==> config.mk <==
export PLATFORM = sky130hd
export DESIGN_NAME = lfu_cache_replacement_flat
export DESIGN_NICKNAME = d
export VERILOG_FILES = /design/src/hw/rtl/lfu_pkg.sv /design/src/hw/rtl/lfu_if.sv /design/src/hw/rtl/lfu_cache_replacement.sv /design/src/hw/rtl/lfu_cell.sv /design/src/flat_wrapper.sv
export SDC_FILE = /design/constraint.sdc
export NUM_CORES = 2
export LEC_CHECK = 0
export BUFFER_PORTS_ARGS = -buffer_cell sky130_fd_sc_hd__buf_2
export CAP_MARGIN = 30
export CORE_MARGIN = 2
export CORE_UTILIZATION = 65
export CTS_CLUSTER_SIZE = 12
export DETAILED_ROUTE_END_ITERATION = 6
export PLACE_DENSITY = 0.82
export SLEW_MARGIN = 10
export SYNTH_ARGS = -nofsm -noshare
export SYNTH_HDL_FRONTEND = slang
export SYNTH_SLANG_ARGS = --single-unit
==> constraint.sdc <==
create_clock -name i_clk -period 18.7 [get_ports i_clk]
set_input_delay 1.87 -clock i_clk [delete_from_list [all_inputs] [get_ports i_clk]]
set_output_delay 1.87 -clock i_clk [all_outputs]
set_load 0.01 [all_outputs]
==> src/hw/rtl/lfu_pkg.sv <==
// Shared types and constants for the LFU cache.
package lfu_pkg;

    localparam int KEY_BITS   = 32;
    localparam int VALUE_BITS = 32;
    localparam int CAP_BITS   = 5;
    // Field widths in the sweep token and writeback command, sized for the
    // largest supported configuration (64 entries, 32-bit counts).
    localparam int IDX_W      = 6;
    localparam int CNT_W      = 32;
    localparam int OCC_W      = 7;

    // Token that walks the cell chain gathering match, victim and free slot.
    typedef struct packed {
        logic                  found;
        logic [IDX_W-1:0]      f_idx;
        logic [VALUE_BITS-1:0] f_value;
        logic [IDX_W-1:0]      f_rank;
        logic [OCC_W-1:0]      occ;
        logic                  v_found;
        logic [IDX_W-1:0]      v_idx;
        logic [CNT_W-1:0]      v_count;
        logic [IDX_W-1:0]      v_rank;
        logic [KEY_BITS-1:0]   v_key;
        logic                  free_found;
        logic [IDX_W-1:0]      free_idx;
    } t_sweep;

    // Update broadcast to every cell at the end of a request.
    typedef struct packed {
        logic                  do_hit;
        logic [IDX_W-1:0]      hit_idx;
        logic [IDX_W-1:0]      hit_rank;
        logic                  put;
        logic [VALUE_BITS-1:0] value;
        logic [KEY_BITS-1:0]   key;
        logic                  do_evict;
        logic [IDX_W-1:0]      ev_idx;
        logic [IDX_W-1:0]      ev_rank;
        logic                  do_insert;
        logic [IDX_W-1:0]      ins_idx;
    } t_wb;

    localparam t_sweep SWEEP_INIT = '0;

endpackage

==> src/hw/rtl/lfu_if.sv <==
// Channel interfaces: request, response and configuration write.
interface lfu_req_if;
    logic        valid;
    logic        ready;
    logic        kind;
    logic [31:0] key;
    logic signed [31:0] value;
    modport source (output valid, kind, key, value, input ready);
    modport sink   (input valid, kind, key, value, output ready);
endinterface

interface lfu_rsp_if;
    logic        valid;
    logic        ready;
    logic        hit;
    logic signed [31:0] read_value;
    logic        evicted;
    logic [31:0] evicted_key;
    modport source (output valid, hit, read_value, evicted, evicted_key, input ready);
    modport sink   (input valid, hit, read_value, evicted, evicted_key, output ready);
endinterface

interface lfu_cfg_if;
    logic       valid;
    logic       ready;
    logic [4:0] data;
    modport source (output valid, data, input ready);
    modport sink   (input valid, data, output ready);
endinterface

==> src/hw/rtl/lfu_cache_replacement.sv <==
// Top level: LFU cache with LRU tie-break built as a chain of entry cells.
// A request is taken only when the block is idle. A token then ripples down
// the row of ENTRIES cells, one cell per cycle, gathering the hit, the
// occupancy, the lowest-count/oldest victim and the first free slot; the
// write-back state then broadcasts the update to all cells and loads the
// response register, waiting while an earlier response is still untaken.
// The response waits in its register until taken; a new request may be
// accepted meanwhile. Capacity writes are always accepted.
module lfu_cache_replacement #(
    parameter int ENTRIES    = 16,
    parameter int COUNT_BITS = 16
) (
    input  logic      i_clk,
    input  logic      i_rst_n,
    lfu_req_if.sink   i_req,
    lfu_rsp_if.source o_rsp,
    lfu_cfg_if.sink   i_cfg
);
    import lfu_pkg::*;

    localparam int RANK_BITS = (ENTRIES > 1) ? $clog2(ENTRIES) : 1;
    localparam int CTR_BITS  = $clog2(ENTRIES + 1);

    localparam logic [1:0] ST_IDLE  = 2'd0;
    localparam logic [1:0] ST_SWEEP = 2'd1;
    localparam logic [1:0] ST_WB    = 2'd2;

    logic [1:0]            r_state;
    logic [CTR_BITS-1:0]   r_ctr;
    logic [CAP_BITS-1:0]   r_cap;
    logic                  r_kind;
    logic [KEY_BITS-1:0]   r_key;
    logic [VALUE_BITS-1:0] r_value;

    logic                  r_o_valid;
    logic                  r_o_hit;
    logic [VALUE_BITS-1:0] r_o_read;
    logic                  r_o_ev;
    logic [KEY_BITS-1:0]   r_o_ev_key;

    t_sweep tok [ENTRIES+1];
    t_wb    wb;
    logic   wb_fire;

    // Configuration register
    assign i_cfg.ready = 1'b1;
    always_ff @(posedge i_clk) begin
        if (!i_rst_n) begin
            r_cap <= CAP_BITS'(16);
        end else if (i_cfg.valid) begin
            r_cap <= i_cfg.data;
        end
    end

    // Cell chain
    assign tok[0] = SWEEP_INIT;
    for (genvar g = 0; g < ENTRIES; g++) begin : g_cell
        lfu_cell #(
            .IDX(g), .COUNT_BITS(COUNT_BITS), .RANK_BITS(RANK_BITS)
        ) u_cell (
            .i_clk   (i_clk),
            .i_rst_n (i_rst_n),
            .i_key   (r_key),
            .i_tok   (tok[g]),
            .o_tok   (tok[g+1]),
            .i_wb_en (wb_fire),
            .i_wb    (wb)
        );
    end

    // Decision from the token at the tail of the chain
    t_sweep           tail;
    logic [OCC_W-1:0] cap_ext;
    logic [OCC_W-1:0] cap_eff;
    logic             cap_zero;
    logic             is_hit;
    logic             is_evict;
    logic             is_insert;

    assign tail     = tok[ENTRIES];
    assign cap_ext  = OCC_W'(r_cap);
    assign cap_eff  = (cap_ext > OCC_W'(ENTRIES)) ? OCC_W'(ENTRIES) : cap_ext;
    assign cap_zero = (r_cap == '0);
    assign is_hit    = !cap_zero && tail.found;
    assign is_insert = !cap_zero && !tail.found && r_kind;
    assign is_evict  = is_insert && (tail.occ >= cap_eff);

    always_comb begin
        wb.do_hit    = is_hit;
        wb.hit_idx   = tail.f_idx;
        wb.hit_rank  = tail.f_rank;
        wb.put       = r_kind;
        wb.value     = r_value;
        wb.key       = r_key;
        wb.do_evict  = is_evict;
        wb.ev_idx    = tail.v_idx;
        wb.ev_rank   = tail.v_rank;
        wb.do_insert = is_insert;
        if (is_evict && (!tail.free_found || tail.v_idx < tail.free_idx)) begin
            wb.ins_idx = tail.v_idx;
        end else begin
            wb.ins_idx = tail.free_idx;
        end
    end

    assign wb_fire = (r_state == ST_WB) && (!r_o_valid || o_rsp.ready);

    // Request sequencing
    assign i_req.ready = (r_state == ST_IDLE);
    always_ff @(posedge i_clk) begin
        if (!i_rst_n) begin
            r_state <= ST_IDLE;
            r_ctr   <= '0;
        end else begin
            case (r_state)
                ST_IDLE: begin
                    if (i_req.valid) begin
                        r_state <= ST_SWEEP;
                        r_ctr   <= '0;
                    end
                end
                ST_SWEEP: begin
                    r_ctr <= r_ctr + 1'b1;
                    if (r_ctr == CTR_BITS'(ENTRIES - 1)) begin
                        r_state <= ST_WB;
                    end
                end
                ST_WB: begin
                    if (wb_fire) begin
                        r_state <= ST_IDLE;
                    end
                end
                default: r_state <= ST_IDLE;
            endcase
        end
    end

    always_ff @(posedge i_clk) begin
        if (i_req.valid && i_req.ready) begin
            r_kind  <= i_req.kind;
            r_key   <= i_req.key;
            r_value <= i_req.value;
        end
    end

    // Response register
    always_ff @(posedge i_clk) begin
        if (!i_rst_n) begin
            r_o_valid <= 1'b0;
        end else if (wb_fire) begin
            r_o_valid <= 1'b1;
        end else if (o_rsp.ready) begin
            r_o_valid <= 1'b0;
        end
    end

    always_ff @(posedge i_clk) begin
        if (wb_fire) begin
            r_o_hit    <= is_hit;
            r_o_read   <= r_kind ? '0 : (is_hit ? tail.f_value : '1);
            r_o_ev     <= is_evict;
            r_o_ev_key <= is_evict ? tail.v_key : '0;
        end
    end

    assign o_rsp.valid       = r_o_valid;
    assign o_rsp.hit         = r_o_hit;
    assign o_rsp.read_value  = r_o_read;
    assign o_rsp.evicted     = r_o_ev;
    assign o_rsp.evicted_key = r_o_ev_key;

endmodule

==> src/hw/rtl/lfu_cell.sv <==
// One cache entry cell: stores an entry, folds it into the passing token.
module lfu_cell #(
    parameter int IDX        = 0,
    parameter int COUNT_BITS = 16,
    parameter int RANK_BITS  = 4
) (
    input  logic                            i_clk,
    input  logic                            i_rst_n,
    input  logic [lfu_pkg::KEY_BITS-1:0]    i_key,
    input  lfu_pkg::t_sweep                 i_tok,
    output lfu_pkg::t_sweep                 o_tok,
    input  logic                            i_wb_en,
    input  lfu_pkg::t_wb                    i_wb
);
    import lfu_pkg::*;

    localparam logic [IDX_W-1:0] MY_IDX = IDX_W'(IDX);

    logic                  r_valid;
    logic [KEY_BITS-1:0]   r_key;
    logic [VALUE_BITS-1:0] r_value;
    logic [COUNT_BITS-1:0] r_count;
    logic [RANK_BITS-1:0]  r_rank;
    t_sweep                r_tok;
    t_sweep                n_tok;

    logic [IDX_W-1:0] rank_ext;
    logic [CNT_W-1:0] count_ext;
    logic             match;
    logic             take_victim;

    assign rank_ext  = IDX_W'(r_rank);
    assign count_ext = CNT_W'(r_count);
    assign match     = r_valid && (r_key == i_key);
    assign take_victim = r_valid && (!i_tok.v_found || count_ext < i_tok.v_count ||
                         (count_ext == i_tok.v_count && rank_ext > i_tok.v_rank));

    // Fold this entry into the token
    always_comb begin
        n_tok = i_tok;
        n_tok.occ = i_tok.occ + OCC_W'(r_valid);
        if (match && !i_tok.found) begin
            n_tok.found   = 1'b1;
            n_tok.f_idx   = MY_IDX;
            n_tok.f_value = r_value;
            n_tok.f_rank  = rank_ext;
        end
        if (take_victim) begin
            n_tok.v_found = 1'b1;
            n_tok.v_idx   = MY_IDX;
            n_tok.v_count = count_ext;
            n_tok.v_rank  = rank_ext;
            n_tok.v_key   = r_key;
        end
        if (!r_valid && !i_tok.free_found) begin
            n_tok.free_found = 1'b1;
            n_tok.free_idx   = MY_IDX;
        end
    end

    always_ff @(posedge i_clk) begin
        r_tok <= n_tok;
    end

    assign o_tok = r_tok;

    // Entry update from the broadcast command
    always_ff @(posedge i_clk) begin
        if (!i_rst_n) begin
            r_valid <= 1'b0;
        end else if (i_wb_en) begin
            if (i_wb.do_hit) begin
                if (i_wb.hit_idx == MY_IDX) begin
                    if (i_wb.put) begin
                        r_value <= i_wb.value;
                    end
                    if (r_count != '1) begin
                        r_count <= r_count + 1'b1;
                    end
                    r_rank <= '0;
                end else if (r_valid && rank_ext < i_wb.hit_rank) begin
                    r_rank <= r_rank + 1'b1;
                end
            end else if (i_wb.do_insert) begin
                if (i_wb.ins_idx == MY_IDX) begin
                    r_valid <= 1'b1;
                    r_key   <= i_wb.key;
                    r_value <= i_wb.value;
                    r_count <= COUNT_BITS'(1);
                    r_rank  <= '0;
                end else if (i_wb.do_evict && i_wb.ev_idx == MY_IDX) begin
                    r_valid <= 1'b0;
                end else if (r_valid) begin
                    if (i_wb.do_evict && rank_ext > i_wb.ev_rank) begin
                        r_rank <= r_rank;
                    end else begin
                        r_rank <= r_rank + 1'b1;
                    end
                end
            end
        end
    end

endmodule
==> src/flat_wrapper.sv <==
// flat-port wrapper written by rule: the top's interface ports become plain ports
module lfu_cache_replacement_flat import lfu_pkg::*;
#(
    parameter int ENTRIES    = 16,
    parameter int COUNT_BITS = 16
)
  (i_clk, i_rst_n, i_req_valid, i_req_kind, i_req_key, i_req_value, i_req_ready, o_rsp_valid, o_rsp_hit, o_rsp_read_value, o_rsp_evicted, o_rsp_evicted_key, o_rsp_ready, i_cfg_valid, i_cfg_data, i_cfg_ready);
  lfu_req_if i_req_i ();
  lfu_rsp_if o_rsp_i ();
  lfu_cfg_if i_cfg_i ();
  input  logic i_clk;
  input  logic i_rst_n;
  input wire logic [$bits(i_req_i.valid)-1:0] i_req_valid;
  input wire logic [$bits(i_req_i.kind)-1:0] i_req_kind;
  input wire logic [$bits(i_req_i.key)-1:0] i_req_key;
  input wire logic [$bits(i_req_i.value)-1:0] i_req_value;
  output wire logic [$bits(i_req_i.ready)-1:0] i_req_ready;
  output wire logic [$bits(o_rsp_i.valid)-1:0] o_rsp_valid;
  output wire logic [$bits(o_rsp_i.hit)-1:0] o_rsp_hit;
  output wire logic [$bits(o_rsp_i.read_value)-1:0] o_rsp_read_value;
  output wire logic [$bits(o_rsp_i.evicted)-1:0] o_rsp_evicted;
  output wire logic [$bits(o_rsp_i.evicted_key)-1:0] o_rsp_evicted_key;
  input wire logic [$bits(o_rsp_i.ready)-1:0] o_rsp_ready;
  input wire logic [$bits(i_cfg_i.valid)-1:0] i_cfg_valid;
  input wire logic [$bits(i_cfg_i.data)-1:0] i_cfg_data;
  output wire logic [$bits(i_cfg_i.ready)-1:0] i_cfg_ready;
  assign i_req_i.valid = i_req_valid;
  assign i_req_i.kind = i_req_kind;
  assign i_req_i.key = i_req_key;
  assign i_req_i.value = i_req_value;
  assign i_req_ready = i_req_i.ready;
  assign o_rsp_valid = o_rsp_i.valid;
  assign o_rsp_hit = o_rsp_i.hit;
  assign o_rsp_read_value = o_rsp_i.read_value;
  assign o_rsp_evicted = o_rsp_i.evicted;
  assign o_rsp_evicted_key = o_rsp_i.evicted_key;
  assign o_rsp_i.ready = o_rsp_ready;
  assign i_cfg_i.valid = i_cfg_valid;
  assign i_cfg_i.data = i_cfg_data;
  assign i_cfg_ready = i_cfg_i.ready;
  lfu_cache_replacement #(.ENTRIES(ENTRIES), .COUNT_BITS(COUNT_BITS)) u_core (.i_clk(i_clk), .i_rst_n(i_rst_n), .i_req(i_req_i), .o_rsp(o_rsp_i), .i_cfg(i_cfg_i));
endmodule
==> metrics.md <==
| Metric | Value |
|---|---|
| Finished Layout Cells | `11846` |
| Final core occ | `slightly above 70%` |
| Starting Density | `about 65%` |
| Seq pwr share | `54.5%` |
| P per Cell Area | `98.54 nW/um^2` |
| Distinct cells, synth | `78` |
| Final-layout fill cell count | `between 10000 and 15000` |
| Commonest cells after routing, fill and taps aside | `dfxtp_1 (1705), edfxtp_1 (1475), mux2_2 (1286)` |
| Seq/Total Area, Yosys | `between 60% and 70%` |
| Final Net Count | `between 9000 and 10000` |
| Synth Area in Compound Gates | `3.024%` |
| Detailed-route DRC error count | `0` |
| Clock Skew | `59.18 ps` |
| Post-synthesis instance total | `8799` |
| Pin count of the biggest net entering global routing | `86` |
| Chip Width | `roughly 440 um` |
| Setup crit end kind | `register` |
| Num CTS Buffers | `roughly 330` |
| EDFF count, synth | `about 1500` |
| # Max-Cap Violations | `0` |
| Post-synthesis async set-or-reset flop share | `0%` |
| Max-slew headroom | `between 20% and 30%` |
| Placed insts | `11248` |
| Share of cells above drive strength 1 | `between 20% and 30%` |
| Synthesized flop and latch total | `~3200` |
| Max VDD drop | `~0.0001 V` |
| Outcome | `completed` |
| CTS Hold Bufs | `0` |
| Avg Vias per Cell | `between 5 and 6` |
| Critical path's largest stage delay | `1000 ps` |
| Mapped Area | `around 120000 um^2` |
| Clock share of power | `roughly 44%` |
| Worst setup SP type | `register` |
| Commonest non-fill, non-tap cell in the layout | `dfxtp_1` |
| Critical path arrival | `between 5000 and 6000 ps` |
| Final GP Congestion | `between 0.9 and 1` |
| Worst slew pin tran | `1073 ps` |
| Post-synthesis adder-cell area fraction | `under 10%` |
| FMAX | `roughly 0.2 GHz` |
| Total track usage | `between 20% and 30%` |
| Ys Warns | `0` |
| Met2 Resource Use GR | `a little under half` |
| Total number of H-tree levels | `5` |
| Pwr Total | `between 10 and 15 mW` |
| Die Span Y | `roughly 440 um` |
| Most used routing layer | `met2` |
| Largest family of logic cells by synthesized area | `multiplexers` |
| Vias in the first global route | `71518` |
| Die Area | `around 190000 um^2` |
| DR WL/cell | `24.05 um` |
| Leakage | `52.05 nW` |
| Initial antenna violation count | `18` |
| Rows | `about 160` |
| Area grow syn2layout | `10.89%` |
| First-pass GRT wire length | `about 430000 um` |
| Setup crit start | `u_core.r_cap[4]` |
| Via Count | `roughly 70000` |
| Syn nets | `approximately 9400` |
| Final Cycle Share | `between 20% and 30%` |
| Antenna-violating nets left | `0` |
| Buffers on Ports | `about 140` |
| Hold Startpoint | `u_core.g_cell[13].u_cell.o_tok[2]` |
| Setup Buffers After CTS | `0` |
| Crit-path max FO | `32` |
| Total congestion overflow | `0` |
| Max-slew violation count | `0` |
| Final Hold Viols | `0` |
| DR pass1 iterations | `6` |
| CTS tree | `built` |
| Met1 usage | `39.98%` |
| Clock buffer depth | `4` |
| Skew-Pair Late Insertion Delay | `940 ps` |
| Place WS | `13330 ps` |
| Combinational power share | `1.1%` |
| Kind of critical path | `reg -> reg` |
| Net Sw Power | `roughly 2.7 mW` |
| Switch share | `~20%` |
| Final WS setup | `between 10000 and 15000 ps` |
| Met3 usage | `4.832%` |
| Post-DP HPWL | `about 190000 um` |
| Area occupied by multi-input gates | `~41000 um^2` |
| CP cell instances | `inv_1 -> ha_1 -> a2111oi_1 -> o21a_1 -> o21ai_0 -> a31oi_1 -> and3_2` |
| Root buffer cell | `clkbuf_16` |
| Storage element area | `between 70000 and 80000 um^2` |
| Reg-to-Reg Start | `u_core.r_cap[4]` |
| Worst Path Required | `19230 ps` |
| Minimum clock period | `a little under 5000 ps` |
| TNS Setup | `0 ps` |
| Pint | `10.73 mW` |
| Crit-path slowest cell | `and3_2` |
| Clock transition at path regs | `around 60 ps` |
| Ys flop type | `dfxtp_1` |
| Setup violators final | `0` |
| Core area | `between 150000 and 200000 um^2` |
| RSZ-0062 raised after global routing | `false` |
| CTS Sinks | `between 3000 and 4000` |
| Synth Area in Simple Gates | `about 7.6%` |
| Syn_area_per_cell | `between 10 and 15 um^2` |
| I/O pin total | `around 140` |
| XOR/XNOR Fraction of Synth Area | `between 5 and 6%` |
| Drt total wl | `about 280000 um` |
| Hold WC Path Type | `reg -> reg` |
| Initial DRC Count | `about 6600` |
| Post-synthesis mux area share | `between 10% and 20%` |
| Cts repair resizes | `0` |
[registers in the layout, summed over array words and instances, names as in the netlist, 2 cells and up]
name	cells
u_core.g_cell.u_cell.o_tok	1676
u_core.g_cell.u_cell.r_count	256
u_core.g_cell.u_cell.r_key	512
u_core.g_cell.u_cell.r_rank	64
u_core.g_cell.u_cell.r_valid	16
u_core.g_cell.u_cell.r_value	512
u_core.o_rsp.evicted_key	32
u_core.o_rsp.read_value	32
u_core.r_cap	5
u_core.r_ctr	5
u_core.r_key	32
u_core.r_state	2
u_core.r_value	32
[path summary, 6_finish.rpt]
path | depth (start not counted) | slack [ps] | endpoint
setup / recovery | 7 | 13840 | u_core.g_cell[13].u_cell.r_value[29]
hold / removal | 1 | 380 | u_core.g_cell[14].u_cell.o_tok[2]
setup reg to reg | 7 | 13840 | u_core.g_cell[13].u_cell.r_value[29]
hold reg to reg | 1 | 380 | u_core.g_cell[14].u_cell.o_tok[2]
[final cells by class]
class | count | share of cell area, %
Sequential cell | 3180 | 57.73
Multi-Input combinational cell | 4939 | 30.35
Clock buffer | 549 | 6.962
Tap cell | 2495 | 2.298
Timing Repair Buffer | 271 | 1.501
Inverter | 374 | 1.033
Clock inverter | 24 | 0.09211
Antenna cell | 14 | 0.02579
[synth_stat cells (11+ instances only)]
library cell | n | area, um^2
nor3_2 | 11 | 110.1
buf_4 | 57 | 427.9
buf_2 | 154 | 770.7
or2_2 | 111 | 694.4
nor2_1 | 452 | 1697
nor2b_1 | 134 | 838.3
buf_6 | 35 | 394.1
a21oi_1 | 161 | 805.8
or3_1 | 26 | 162.7
o21ai_0 | 128 | 640.6
o22ai_1 | 15 | 93.84
and4_1 | 18 | 157.7
inv_1 | 373 | 1400
a21boi_0 | 19 | 142.6
edfxtp_1 | 1475 | 44290
nand4_1 | 133 | 832.1
nor3_1 | 35 | 175.2
xnor2_1 | 212 | 1857
xor2_1 | 592 | 5185
a211oi_1 | 29 | 217.7
clkbuf_1 | 58 | 217.7
mux2_1 | 12 | 135.1
nand2_1 | 205 | 769.5
dfxtp_1 | 1705 | 34130
nand3_1 | 200 | 1001
o311ai_0 | 12 | 105.1
a22oi_1 | 21 | 157.7
mux2_2 | 1286 | 14480
o21a_1 | 35 | 262.8
and3_1 | 138 | 863.3
o211ai_1 | 27 | 202.7
ha_1 | 483 | 6043
nand4b_1 | 12 | 105.1
nand2b_1 | 41 | 256.5
nor4_1 | 110 | 688.2
and2_1 | 129 | 807.0
a21o_1 | 31 | 232.7
a31oi_1 | 15 | 93.84
mux2i_1 | 11 | 110.1
[power by group through the flow]
| stage | clock (mW) | combinational (mW) | sequential [mW] |
|---|---|---|---|
| finish | 5.94 | 0.152 | 7.29 |
| CTS | 6.01 | 0.151 | 7.29 |
| detailed placement | 0 | 0.149 | 7.44 |
| floorplan | 0 | 0.0847 | 7.44 |
| global placement | 0 | 0.145 | 7.44 |
| global route | 6.28 | 0.161 | 7.29 |
[cells by family after synthesis]
kind of cell,Yosys count
DFF,3180
adders and majority gates,483
muxes,1309
other,1
and+or+nand+nor,1770
AOI/OAI and AO/OA,572
buffers and inverters,680
xor gates and xnor gates,804
[metrics by stage]
| stage | area [um^2] | hold slack (ps) |
|---|---|---|
| after global placement | 125700 | 394.8 |
| after global routing | 135800 | 384.7 |
| after CTS | 135600 | 373.5 |
| after floorplan | 122500 | 329.0 |
| after detailed placement | 126000 | 397.2 |
| final | 135800 | 383.9 |
[metal layers]
layer / share of wire, % / vias to the layer above
met5: 0.012 / -
met4: 4.6 / 6
met3: 6.6 / 584
met2: 46 / 2559
met1: 43 / 35240
li1: - / 31894
[worst max-delay path: cells and delay by family (launching register included)]
kind                       cells  cell delay, ps
AOI/OAI and AO/OA              4            2460
and+or+nand+nor                1            1000
buffers and inverters          1             200
adders and majority gates      1             340
DFF                            1             430
(Power assumes the default switching activity.)
